===== config.mk =====
export PLATFORM = sky130hd
export DESIGN_NAME = base64_stream_decoder_unit
export DESIGN_NICKNAME = d
export VERILOG_FILES = /design/src/sv/b64d_pkg.sv /design/src/sv/b64d_front.sv /design/src/sv/b64d_queue.sv /design/src/sv/b64d_back.sv /design/src/sv/base64_stream_decoder_unit.sv
export SDC_FILE = /design/constraint.sdc
export NUM_CORES = 1
export LEC_CHECK = 0
export CORE_MARGIN = 2
export CORE_UTILIZATION = 50
export DETAILED_ROUTE_END_ITERATION = 10
export DONT_BUFFER_PORTS = 1
export PLACE_DENSITY = 0.66
export REMOVE_ABC_BUFFERS = 1
export SLEW_MARGIN = 20
export SYNTH_ARGS = -nofsm -noshare
export SYNTH_HDL_FRONTEND = slang
export SYNTH_SLANG_ARGS = --single-unit

===== constraint.sdc =====
create_clock -name clk -period 5.6 [get_ports clk]
set_input_delay 0.56 -clock clk [delete_from_list [all_inputs] [get_ports clk]]
set_output_delay 0.56 -clock clk [all_outputs]
set_load 0.05 [all_outputs]

===== src/sv/b64d_pkg.sv =====
// ----------------------------------------------------------------------------
// b64d_pkg
// Types, constants and the character lookup for the base64 stream decoder.
// ----------------------------------------------------------------------------
package b64d_pkg;

  localparam logic [7:0] PAD_CHAR   = 8'h3D;  // '='
  localparam logic [7:0] PLUS_CHAR  = 8'h2B;  // '+'
  localparam logic [7:0] SLASH_CHAR = 8'h2F;  // '/'

  localparam logic [5:0] SEXTET_LOWER_BASE = 6'd26;
  localparam logic [5:0] SEXTET_DIGIT_BASE = 6'd52;
  localparam logic [5:0] SEXTET_PLUS       = 6'd62;
  localparam logic [5:0] SEXTET_SLASH      = 6'd63;

  typedef enum logic [2:0] {
    ST_OK      = 3'd0,
    ST_ILLEGAL = 3'd1,
    ST_LENGTH  = 3'd2,
    ST_PADS    = 3'd3,
    ST_AFTER   = 3'd4,
    ST_EARLY   = 3'd5
  } status_t;

  typedef struct packed {
    logic [7:0] in_char;
    logic       msg_end;
  } in_item_t;

  typedef struct packed {
    logic [7:0] out_byte;
    logic       byte_valid;
    logic       run_last;
    logic       message_done;
    status_t    status;
  } result_t;

  // One queued unit of work: either a decoded group (1..3 bytes) or a
  // single status-only result.
  typedef struct packed {
    logic        is_data;
    logic [23:0] word;
    logic [1:0]  count;
    logic        msg_end;
    status_t     status;
  } job_t;

  typedef struct packed {
    logic       bad;
    logic [5:0] value;
  } sextet_t;

  function automatic sextet_t char_to_sextet(input logic [7:0] c);
    sextet_t r;
    r.bad   = 1'b0;
    r.value = '0;
    case (c) inside
      [8'h41:8'h5A]: r.value = 6'(c - 8'h41);
      [8'h61:8'h7A]: r.value = 6'(c - 8'h61) + SEXTET_LOWER_BASE;
      [8'h30:8'h39]: r.value = 6'(c - 8'h30) + SEXTET_DIGIT_BASE;
      PLUS_CHAR:     r.value = SEXTET_PLUS;
      SLASH_CHAR:    r.value = SEXTET_SLASH;
      default:       r.bad   = 1'b1;
    endcase
    return r;
  endfunction

endpackage


===== src/sv/b64d_front.sv =====
// ----------------------------------------------------------------------------
// b64d_front
// Classifies each character, tracks group state and emits one job per
// character that causes results.
// ----------------------------------------------------------------------------
module b64d_front (
  input  logic              clk,
  input  logic              rst,
  input  b64d_pkg::in_item_t item,
  input  logic              accept,
  output logic              job_valid,
  output b64d_pkg::job_t    job
);
  import b64d_pkg::*;

  logic [17:0] sextet_acc, sextet_acc_next;
  logic [1:0]  group_pos, group_pos_next;
  logic [1:0]  pad_count, pad_count_next;
  logic        discarding, discarding_next;

  sextet_t sx;
  logic    is_pad;
  logic    err;
  status_t err_code;
  logic [5:0] s;

  always_comb begin
    sx = char_to_sextet(item.in_char);
    is_pad = (item.in_char == PAD_CHAR);
    sextet_acc_next = sextet_acc;
    group_pos_next  = group_pos;
    pad_count_next  = pad_count;
    discarding_next = discarding;
    job_valid       = 1'b0;
    job             = '0;
    err             = 1'b0;
    err_code        = ST_OK;
    s               = sx.value;

    if (discarding) begin
      if (item.msg_end) begin
        discarding_next = 1'b0;
        sextet_acc_next = '0;
        group_pos_next  = '0;
        pad_count_next  = '0;
        job_valid       = 1'b1;
        job.msg_end     = 1'b1;
        job.count       = 2'd1;
        job.status      = ST_OK;
      end
    end else begin
      if (!is_pad && sx.bad) begin
        err = 1'b1;
        err_code = ST_ILLEGAL;
      end else if (is_pad) begin
        s = '0;
        if (group_pos == 2'd0 && pad_count != 2'd0) begin
          err = 1'b1;
          err_code = ST_PADS;
        end else if (group_pos < 2'd2) begin
          err = 1'b1;
          err_code = ST_EARLY;
        end else begin
          pad_count_next = pad_count + 2'd1;
        end
      end else if (pad_count != 2'd0) begin
        err = 1'b1;
        err_code = ST_AFTER;
      end

      if (!err) begin
        if (group_pos != 2'd3) begin
          sextet_acc_next = {sextet_acc[11:0], s};
          group_pos_next  = group_pos + 2'd1;
          if (item.msg_end) begin
            err = 1'b1;
            err_code = ST_LENGTH;
          end
        end else begin
          job_valid       = 1'b1;
          job.is_data     = 1'b1;
          job.word        = {sextet_acc, s};
          job.count       = 2'd3 - pad_count_next;
          job.msg_end     = item.msg_end;
          sextet_acc_next = '0;
          group_pos_next  = '0;
          if (item.msg_end) pad_count_next = '0;
        end
      end

      if (err) begin
        sextet_acc_next = '0;
        group_pos_next  = '0;
        pad_count_next  = '0;
        discarding_next = !item.msg_end;
        job_valid       = 1'b1;
        job.is_data     = 1'b0;
        job.count       = 2'd1;
        job.msg_end     = item.msg_end;
        job.status      = err_code;
      end
    end

    // hold state unless a character is taken
    if (!accept) job_valid = 1'b0;
  end

  always_ff @(posedge clk) begin
    if (rst) begin
      sextet_acc <= '0;
      group_pos  <= '0;
      pad_count  <= '0;
      discarding <= 1'b0;
    end else if (accept) begin
      sextet_acc <= sextet_acc_next;
      group_pos  <= group_pos_next;
      pad_count  <= pad_count_next;
      discarding <= discarding_next;
    end
  end

endmodule


===== src/sv/b64d_queue.sv =====
// ----------------------------------------------------------------------------
// b64d_queue
// Small job FIFO between the front and back parts.
// ----------------------------------------------------------------------------
module b64d_queue #(
  parameter int DEPTH = 4
) (
  input  logic           clk,
  input  logic           rst,
  input  logic           wr_en,
  input  b64d_pkg::job_t wr_data,
  input  logic           rd_en,
  output b64d_pkg::job_t rd_data,
  output logic           full,
  output logic           empty
);
  import b64d_pkg::*;

  localparam int PW = (DEPTH > 1) ? $clog2(DEPTH) : 1;
  localparam int CW = $clog2(DEPTH + 1);
  localparam logic [PW-1:0] LAST_PTR = PW'(DEPTH - 1);
  localparam logic [CW-1:0] FULL_CNT = CW'(DEPTH);

  job_t          slots [DEPTH];
  logic [PW-1:0] wr_ptr, rd_ptr;
  logic [CW-1:0] count;
  logic          do_wr, do_rd;

  assign full    = (count == FULL_CNT);
  assign empty   = (count == '0);
  assign do_wr   = wr_en && !full;
  assign do_rd   = rd_en && !empty;
  assign rd_data = slots[rd_ptr];

  always_ff @(posedge clk) begin
    if (do_wr) slots[wr_ptr] <= wr_data;
  end

  always_ff @(posedge clk) begin
    if (rst) begin
      wr_ptr <= '0;
      rd_ptr <= '0;
      count  <= '0;
    end else begin
      if (do_wr) wr_ptr <= (wr_ptr == LAST_PTR) ? '0 : wr_ptr + PW'(1);
      if (do_rd) rd_ptr <= (rd_ptr == LAST_PTR) ? '0 : rd_ptr + PW'(1);
      if (do_wr && !do_rd)      count <= count + CW'(1);
      else if (do_rd && !do_wr) count <= count - CW'(1);
    end
  end

endmodule


===== src/sv/b64d_back.sv =====
// ----------------------------------------------------------------------------
// b64d_back
// Holds one job and plays out its results one transaction at a time.
// ----------------------------------------------------------------------------
module b64d_back (
  input  logic              clk,
  input  logic              rst,
  input  logic              q_empty,
  input  b64d_pkg::job_t    q_data,
  output logic              q_pop,
  output b64d_pkg::result_t result,
  output logic              empty,
  input  logic              pop
);
  import b64d_pkg::*;

  job_t       cur;
  logic       cur_valid;
  logic [1:0] idx;
  logic       last;
  logic       take;

  assign last  = (idx + 2'd1 == cur.count);
  assign take  = pop && cur_valid;
  assign q_pop = !q_empty && (!cur_valid || (take && last));
  assign empty = !cur_valid;

  always_comb begin
    result = '0;
    if (cur.is_data) begin
      case (idx)
        2'd0:    result.out_byte = cur.word[23:16];
        2'd1:    result.out_byte = cur.word[15:8];
        default: result.out_byte = cur.word[7:0];
      endcase
      result.byte_valid   = 1'b1;
      result.run_last     = last;
      result.message_done = last && cur.msg_end;
      result.status       = ST_OK;
    end else begin
      result.run_last     = 1'b1;
      result.message_done = cur.msg_end;
      result.status       = cur.status;
    end
  end

  always_ff @(posedge clk) begin
    if (q_pop) cur <= q_data;
  end

  always_ff @(posedge clk) begin
    if (rst) begin
      cur_valid <= 1'b0;
      idx       <= '0;
    end else if (q_pop) begin
      cur_valid <= 1'b1;
      idx       <= '0;
    end else if (take) begin
      // advance within the job, or drop it when done
      if (last) cur_valid <= 1'b0;
      else      idx <= idx + 2'd1;
    end
  end

endmodule


===== src/sv/base64_stream_decoder_unit.sv =====
// ----------------------------------------------------------------------------
// base64_stream_decoder_unit
// Base64 text decoder: one character in per transaction, up to three
// result transactions per character.
//
//   channel | handshake     | payload
//   --------+---------------+------------------------------------------
//   input   | push / full   | item   : in_char, msg_end
//   result  | pop / empty   | result : out_byte, byte_valid, run_last,
//           |               |          message_done, status
//
// One character is taken per cycle while the job queue has room.
// Results leave one per cycle from the back register while pop is held; a
// four-character group yields up to three results, set by that single result port.
// A completing character's job is written into the queue and then loaded into
// the back register, where its first result is on the ports and can be popped.
// Reset clears group state, queue pointers and count, and the back register's valid flag.
// A stalled result side fills the queue (QUEUE_DEPTH jobs), then raises full.
// ----------------------------------------------------------------------------
module base64_stream_decoder_unit #(
  parameter int QUEUE_DEPTH = 4
) (
  input  logic              clk,
  input  logic              rst,
  input  logic              push,
  output logic              full,
  input  b64d_pkg::in_item_t item,
  output logic              empty,
  input  logic              pop,
  output b64d_pkg::result_t result
);
  import b64d_pkg::*;

  logic accept;
  logic job_valid;
  job_t job;
  job_t q_data;
  logic q_empty;
  logic q_pop;

  assign accept = push && !full;

  b64d_front u_front (
    .clk       (clk),
    .rst       (rst),
    .item      (item),
    .accept    (accept),
    .job_valid (job_valid),
    .job       (job)
  );

  b64d_queue #(
    .DEPTH (QUEUE_DEPTH)
  ) u_queue (
    .clk     (clk),
    .rst     (rst),
    .wr_en   (job_valid),
    .wr_data (job),
    .rd_en   (q_pop),
    .rd_data (q_data),
    .full    (full),
    .empty   (q_empty)
  );

  b64d_back u_back (
    .clk     (clk),
    .rst     (rst),
    .q_empty (q_empty),
    .q_data  (q_data),
    .q_pop   (q_pop),
    .result  (result),
    .empty   (empty),
    .pop     (pop)
  );

  a_status_no_byte : assert property (@(posedge clk) disable iff (rst)
    !empty && result.byte_valid |-> result.status == ST_OK)
    else $error("data result carries an error status");

  a_status_is_last : assert property (@(posedge clk) disable iff (rst)
    !empty && !result.byte_valid |-> result.run_last && result.out_byte == 8'd0)
    else $error("status-only result is not the last of its transaction");

  a_done_is_last : assert property (@(posedge clk) disable iff (rst)
    !empty && result.message_done |-> result.run_last)
    else $error("message end on a result that is not last");

  a_reset_clear : assert property (@(posedge clk)
    rst |=> empty && !full)
    else $error("queue not clear after reset");

endmodule

## Word level (Yosys, flattened, before mapping)

Memory sizes are Yosys's and may differ from the RTL's. A register that Yosys moved wholly into a read port is not among the register bits.
Index checks and enable logic that the tools add are counted.

| operators by class | value |
|---|---|
| order comparisons | 7 |
| add/subtract/negate cells | 13 |
| reduce and logical (&&, ||, !) cells | 34 |
| bitwise logic cells | 1 |
| multiplexer cells | 77 |
| eq/ne operators | 11 |

Operators with widths:

| cell | number |
|---|---|
| $mux W18 | 5 |
| $mux W28 | 2 |
| $mux W6 | 9 |
| $mux W2 | 17 |
| $mux W3 | 10 |
| $mux W1 | 29 |
| $mux W25 | 1 |
| $eq A8 B6 Y1 const B | 3 |
| $ge A8 B7 Y1 const B | 2 |
| $le A8 B7 Y1 const B | 2 |
| $pmux W8 S2 | 1 |
| $logic_and A1 B1 Y1 | 14 |
| $sub A6 B6 Y6 const B | 2 |
| $add A2 B1 Y2 const B | 5 |
| $mux W5 | 2 |
| $mux W9 | 1 |
| $ge A8 B6 Y1 const B | 1 |
| $le A8 B6 Y1 const B | 1 |
| $reduce_bool A2 Y1 | 4 |
| $logic_not A1 Y1 | 7 |
| $add A6 B5 Y6 const B | 1 |
| $add A6 B6 Y6 const B | 1 |
| $reduce_and A2 Y1 | 3 |
| $sub A6 B1 Y6 const B | 1 |
| 16 further kinds | 19 |

| storage, ports and cells | value |
|---|---|
| register bits | 33 |
| word-level logic and storage cells | 153 |
| bits in writable memories | 124 |
| output and inout port bits | 16 |
| memories | 1 |
| bits of input ports | 13 |

Memories:

| name | words | bits a word | rd ports | clocked after memory_dff | wr ports | RTL line | RTL |
|---|---|---|---|---|---|---|---|
| u_queue.slots | 4 | 31 | 1 | 1 | 1 | b64d_queue.sv:24 | `job_t slots [DEPTH];` |

## Logic depth before layout (Yosys ltp)

| depth | value |
|---|---|
| depth in word-level cells | 19 |
| depth in mapped cells | 14 |
| depth with buffers taken out | 13 |

## By module

Synthesis repeated with hierarchy kept, for this count alone.

| unflattened totals | value |
|---|---|
| cell total of the unflattened synthesis | 540 |
| area total of the unflattened synthesis | 8,140.3 um^2 |

By module, submodules not included:

| module | times used | area each (um^2) | seq. area each (um^2) | cells an instance |
|---|---|---|---|---|
| b64d_queue | 1 | 4,958.5 | 3,903.7 | 211 |
| b64d_front | 1 | 1,834.3 | 460.4 | 240 |
| b64d_back | 1 | 1,333.8 | 991.0 | 88 |
| base64_stream_decoder_unit | 1 | 13.8 | 0.0 | 1 |

## Worst setup path after synthesis

No wires, ideal clock.

| timing path | value |
|---|---|
| path kind | register to register |
| from | register u_back.idx[0] |
| to | register u_queue.count[2] |
| path slack | 1.463 ns |
| stages on the path, launching flop included | 13 |
| data arrival time | 4.067 ns |
| setup time | 0.071 ns |
| data required time | 5.529 ns |
| buffers on the path | 0 |
| clock period less this slack | 4.137 ns |
| cells stage by stage | dfxtp_1 -> inv_1 -> ha_1 -> xnor2_1 -> nand3_1 -> a22oi_1 -> inv_1 -> ha_1 -> inv_1 -> fa_1 -> xor2_1 -> or3_1 -> a21oi_1 |

| between the ends | value |
|---|---|
| cells in the longest elaborated chain, start to end | 9 |
| elaborated cells between the ends (all ways) | 11 |
| those cells by class | add/sub (1); eq/ne (1); mux (1); reduce/logical (8) |

Ends and longest elaborated chain:

| what | RTL line | RTL |
|---|---|---|
| start, declared | b64d_back.sv:19 | `logic [1:0] idx;` |
| start signal, assigned | b64d_back.sv:61 | `else idx <= idx + 2'd1;` |
| $add A2 B1 Y2 (*) | b64d_back.sv:23 | `assign last = (idx + 2'd1 == cur.count);` |
| $eq A2 B2 Y1 (*) | b64d_back.sv:23 |  |
| $logic_and A1 B1 Y1 (*) | b64d_back.sv:25 | `assign q_pop = !q_empty && (!cur_valid \|\| (take && last));` |
| $logic_or A1 B1 Y1 (*) | b64d_back.sv:25 |  |
| $logic_and A1 B1 Y1 (*) | b64d_back.sv:25 |  |
| net q_pop | base64_stream_decoder_unit.sv:39 | `logic q_pop;` |
| $logic_and A1 B1 Y1 (*) | b64d_queue.sv:32 | `assign do_rd = rd_en && !empty;` |
| $logic_not A1 Y1 | b64d_queue.sv:47 | `if (do_wr && !do_rd) count <= count + CW'(1);` |
| $logic_and A1 B1 Y1 | b64d_queue.sv:47 |  |
| $mux W3 or $reduce_bool A2 Y1 (tied branches) | -- |  |
| end signal, assigned | b64d_queue.sv:47 |  |
| end signal, assigned | b64d_queue.sv:48 | `else if (do_rd && !do_wr) count <= count - CW'(1);` |
| end, declared | b64d_queue.sv:26 | `logic [CW-1:0] count;` |

The timed path passes the listed nets; every way through them passes the cells marked *.
A chain may end at the register's enable or synchronous reset.

==> results.cfg <==
[sta]
setup_viol = 0
hold_viol = 0
drv_slew = 0
relSlewSlack = 0.278
finClkSkew_ns = 0.00418
worstMarginPinSlew_ns = 1.08
period_needed_ns = 3.34
rsz0062_at_grt = no
tns_ns = 0
fin_crit_sh = 0.597
whs_ns = 0.192
timing.fmax_mhz = 299

[setup_path]
cp-start-kind = flip-flop
crit_slowest_cell = a21boi_1
worstPathRequired_ns = 5.04
r2r-end = u_queue.count[2]
max_stage_delay_ns = 0.82
path_cells = inv_1, ha_1, buf_4, nor2_1, nand2_1, a21boi_1
reg2reg_depth = 13
crit_path_end_kind = primary output
cp_top_family = compound AO/OA/AOI/OAI gates
crit_arrival_ns = 2.78
worst-path-buf-inv = 2
timing.rr.start = u_back.idx[0]
critPathKind = reg2out
worstPathMaxFanout = 9
rrSetupSlack_ns = 2.58

[cells_and_area]
area_delta_synth_final_pct = 10.9
drive_above_1_share = 0.173
nFillCells = 1217
n_antenna_cell = 0
fin_nets = 546
final_common_cell = edfxtp_1
final_cell_mix = edfxtp_1 (155), dfxtp_1 (32), mux4_2 (31)

[synth]
synthArstFlopShare = 0
synth_cell_types = 61
synth_edf_count = 155
synth_seq_cells = 188
netlist_instances = 505
synth_area_sq_mm = 0.00790
ys_seq_area_frac = 0.672
synthFlopType = edfxtp_1
yosys_warnings = 0
avgSynthCellArea_sq_um = 15.7

[clocking]
clkTransAtPathRegs_ns = 0.07
cts_setup_buffers = 0
hold_buffers = 0
root_buffer = clkbuf_16
clock_sink_count = 188
tritoncts = done
cts-buffers-inserted = 17
ctsResizeCount = 0
cts_buffer_depth = 2
clock_latency_ns = 0.43
htreeDepth = 4

[pwr]
ir_drop_uv = 269
p_leak_nw = 2.81
power.total_mw = 4.16
power_density_mw_per_mm2 = 475

[floorplanning]
ios = 29
die_w_microns = 130
fp.dieH_microns = 130
coreArea_sq_mm = 0.0153
rows = 45
dieArea_sq_mm = 0.0168
start_util = 0.516

[placed_design]
dpl.hpwl_microns = 9010
io_buffer_count = 0
gp_congestion = 0.782

[worst_hold_path]
min_from = rst
hold_end = u_queue.rd_ptr[0]
hold_class = in2reg
holdPathStages = 1

[global_routing]
grt_use_total = 0.189
grt_pass1_wl_microns = 23400
grt_max_degree = 37
grt_pass1_vias = 4316
antenna_found_initial = 0
overflow = 0

[flow_run]
cap_violations = 0

[detailed_routing]
drc_errors = 0
avgViaCountPerCell = 5.54
routed_wl_microns = 14100
ant_nets = 0
num_vias = 4079
wire_per_inst_microns = 19.2
drtIter0Drc = 266
drt-pass1-iter-count = 5

[status]
outcome = completed
-- routing by layer --
| layer | track usage | vias up | share of wire |
|---|---|---|---|
| li1 | - | 1943 | - |
| met2 | 0.313 | 82 | 0.49 |
| met4 | 0.0664 | 0 | 0.016 |
| met3 | 0.0377 | 16 | 0.044 |
| met1 | 0.254 | 2038 | 0.45 |
| met5 | 0 | - | 0 |
-- logic make-up after synthesis --
| group | count (synthesis) | synth area share |
|---|---|---|
| xor gates and xnor gates | 11 | 0.0122 |
| muxes | 37 | 0.0961 |
| and+or+nand+nor | 122 | 0.0825 |
| AOI/OAI and AO/OA | 81 | 0.0787 |
| buffers and inverters | 45 | 0.0239 |
| adders and majority gates | 21 | 0.0342 |
| DFF | 188 | 0.672 |
-- Yosys cell counts, types with 7 or more instances --
cell type  instances  area (sq um)
edfxtp_1         155          4650
dfxtp_1           33           661
mux4_2            31           698
nand2_1           30           113
nor2_1            25          93.8
and2_1            24           150
inv_1             23          86.3
ha_1              20           250
a22o_1            11          96.3
a21oi_1            9          45.0
a22oi_1            9          67.6
clkbuf_1           9          33.8
o21ai_1            9          45.0
a21boi_0           8          60.1
xnor2_1            7          61.3
-- flip-flops by register name, indices dropped and copies added (netlist names) --
signal,flops
u_queue.wr_ptr,2
u_back.cur_valid,1
u_queue.rd_ptr,2
u_front.group_pos,2
u_back.cur,31
u_queue.count,3
u_front.sextet_acc,18
u_front.pad_count,2
u_front.discarding,1
u_back.idx,2
u_queue.slots,124
-- area by class of cell --
class | count | area (sq um) | share of cell area
timing repair buffer | 9 | 67.6 | 0.00771
clock inverter | 15 | 190 | 0.0217
inverter | 24 | 90.1 | 0.0103
tap | 211 | 264 | 0.0301
clock buffer | 17 | 425 | 0.0485
multi-input combinational | 272 | 2410 | 0.275
sequential | 188 | 5320 | 0.606
-- worst max path at each step --
| stage | from | to | slack [ns] | cells past startpoint |
|---|---|---|---|---|
| finish | u_back.idx[0] | result[12] | 2.26 | 6 |
| global route | u_back.idx[0] | result[10] | 2.06 | 6 |
| CTS | u_back.idx[0] | result[12] | 2.19 | 6 |
| detailed placement | item[3] | u_queue.count[2] | 1.99 | 13 |
| global placement | item[3] | u_queue.count[2] | 2.07 | 13 |
| floorplan | u_back.idx[0] | u_queue.count[2] | 1.46 | 12 |
-- per-stage QoR --
stage,instance area (sq um),instances,setup slack (ns),util
detailed placement,8150,704,1.99,0.532
global route,8770,736,2.06,0.572
global placement,8150,704,2.07,0.532
floorplan,7800,484,1.46,-
CTS,8770,736,2.19,0.572
finish,8770,736,2.26,0.572
-- where the power goes --
| part | switching [mW] | internal, mW |
|---|---|---|
| Combinational | 0.693 | 0.366 |
| Sequential | 0.0715 | 1.81 |
| Clock | 0.509 | 0.709 |
| Total | 1.27 | 2.89 |
No activity file was read; power rests on OpenSTA's default activity.
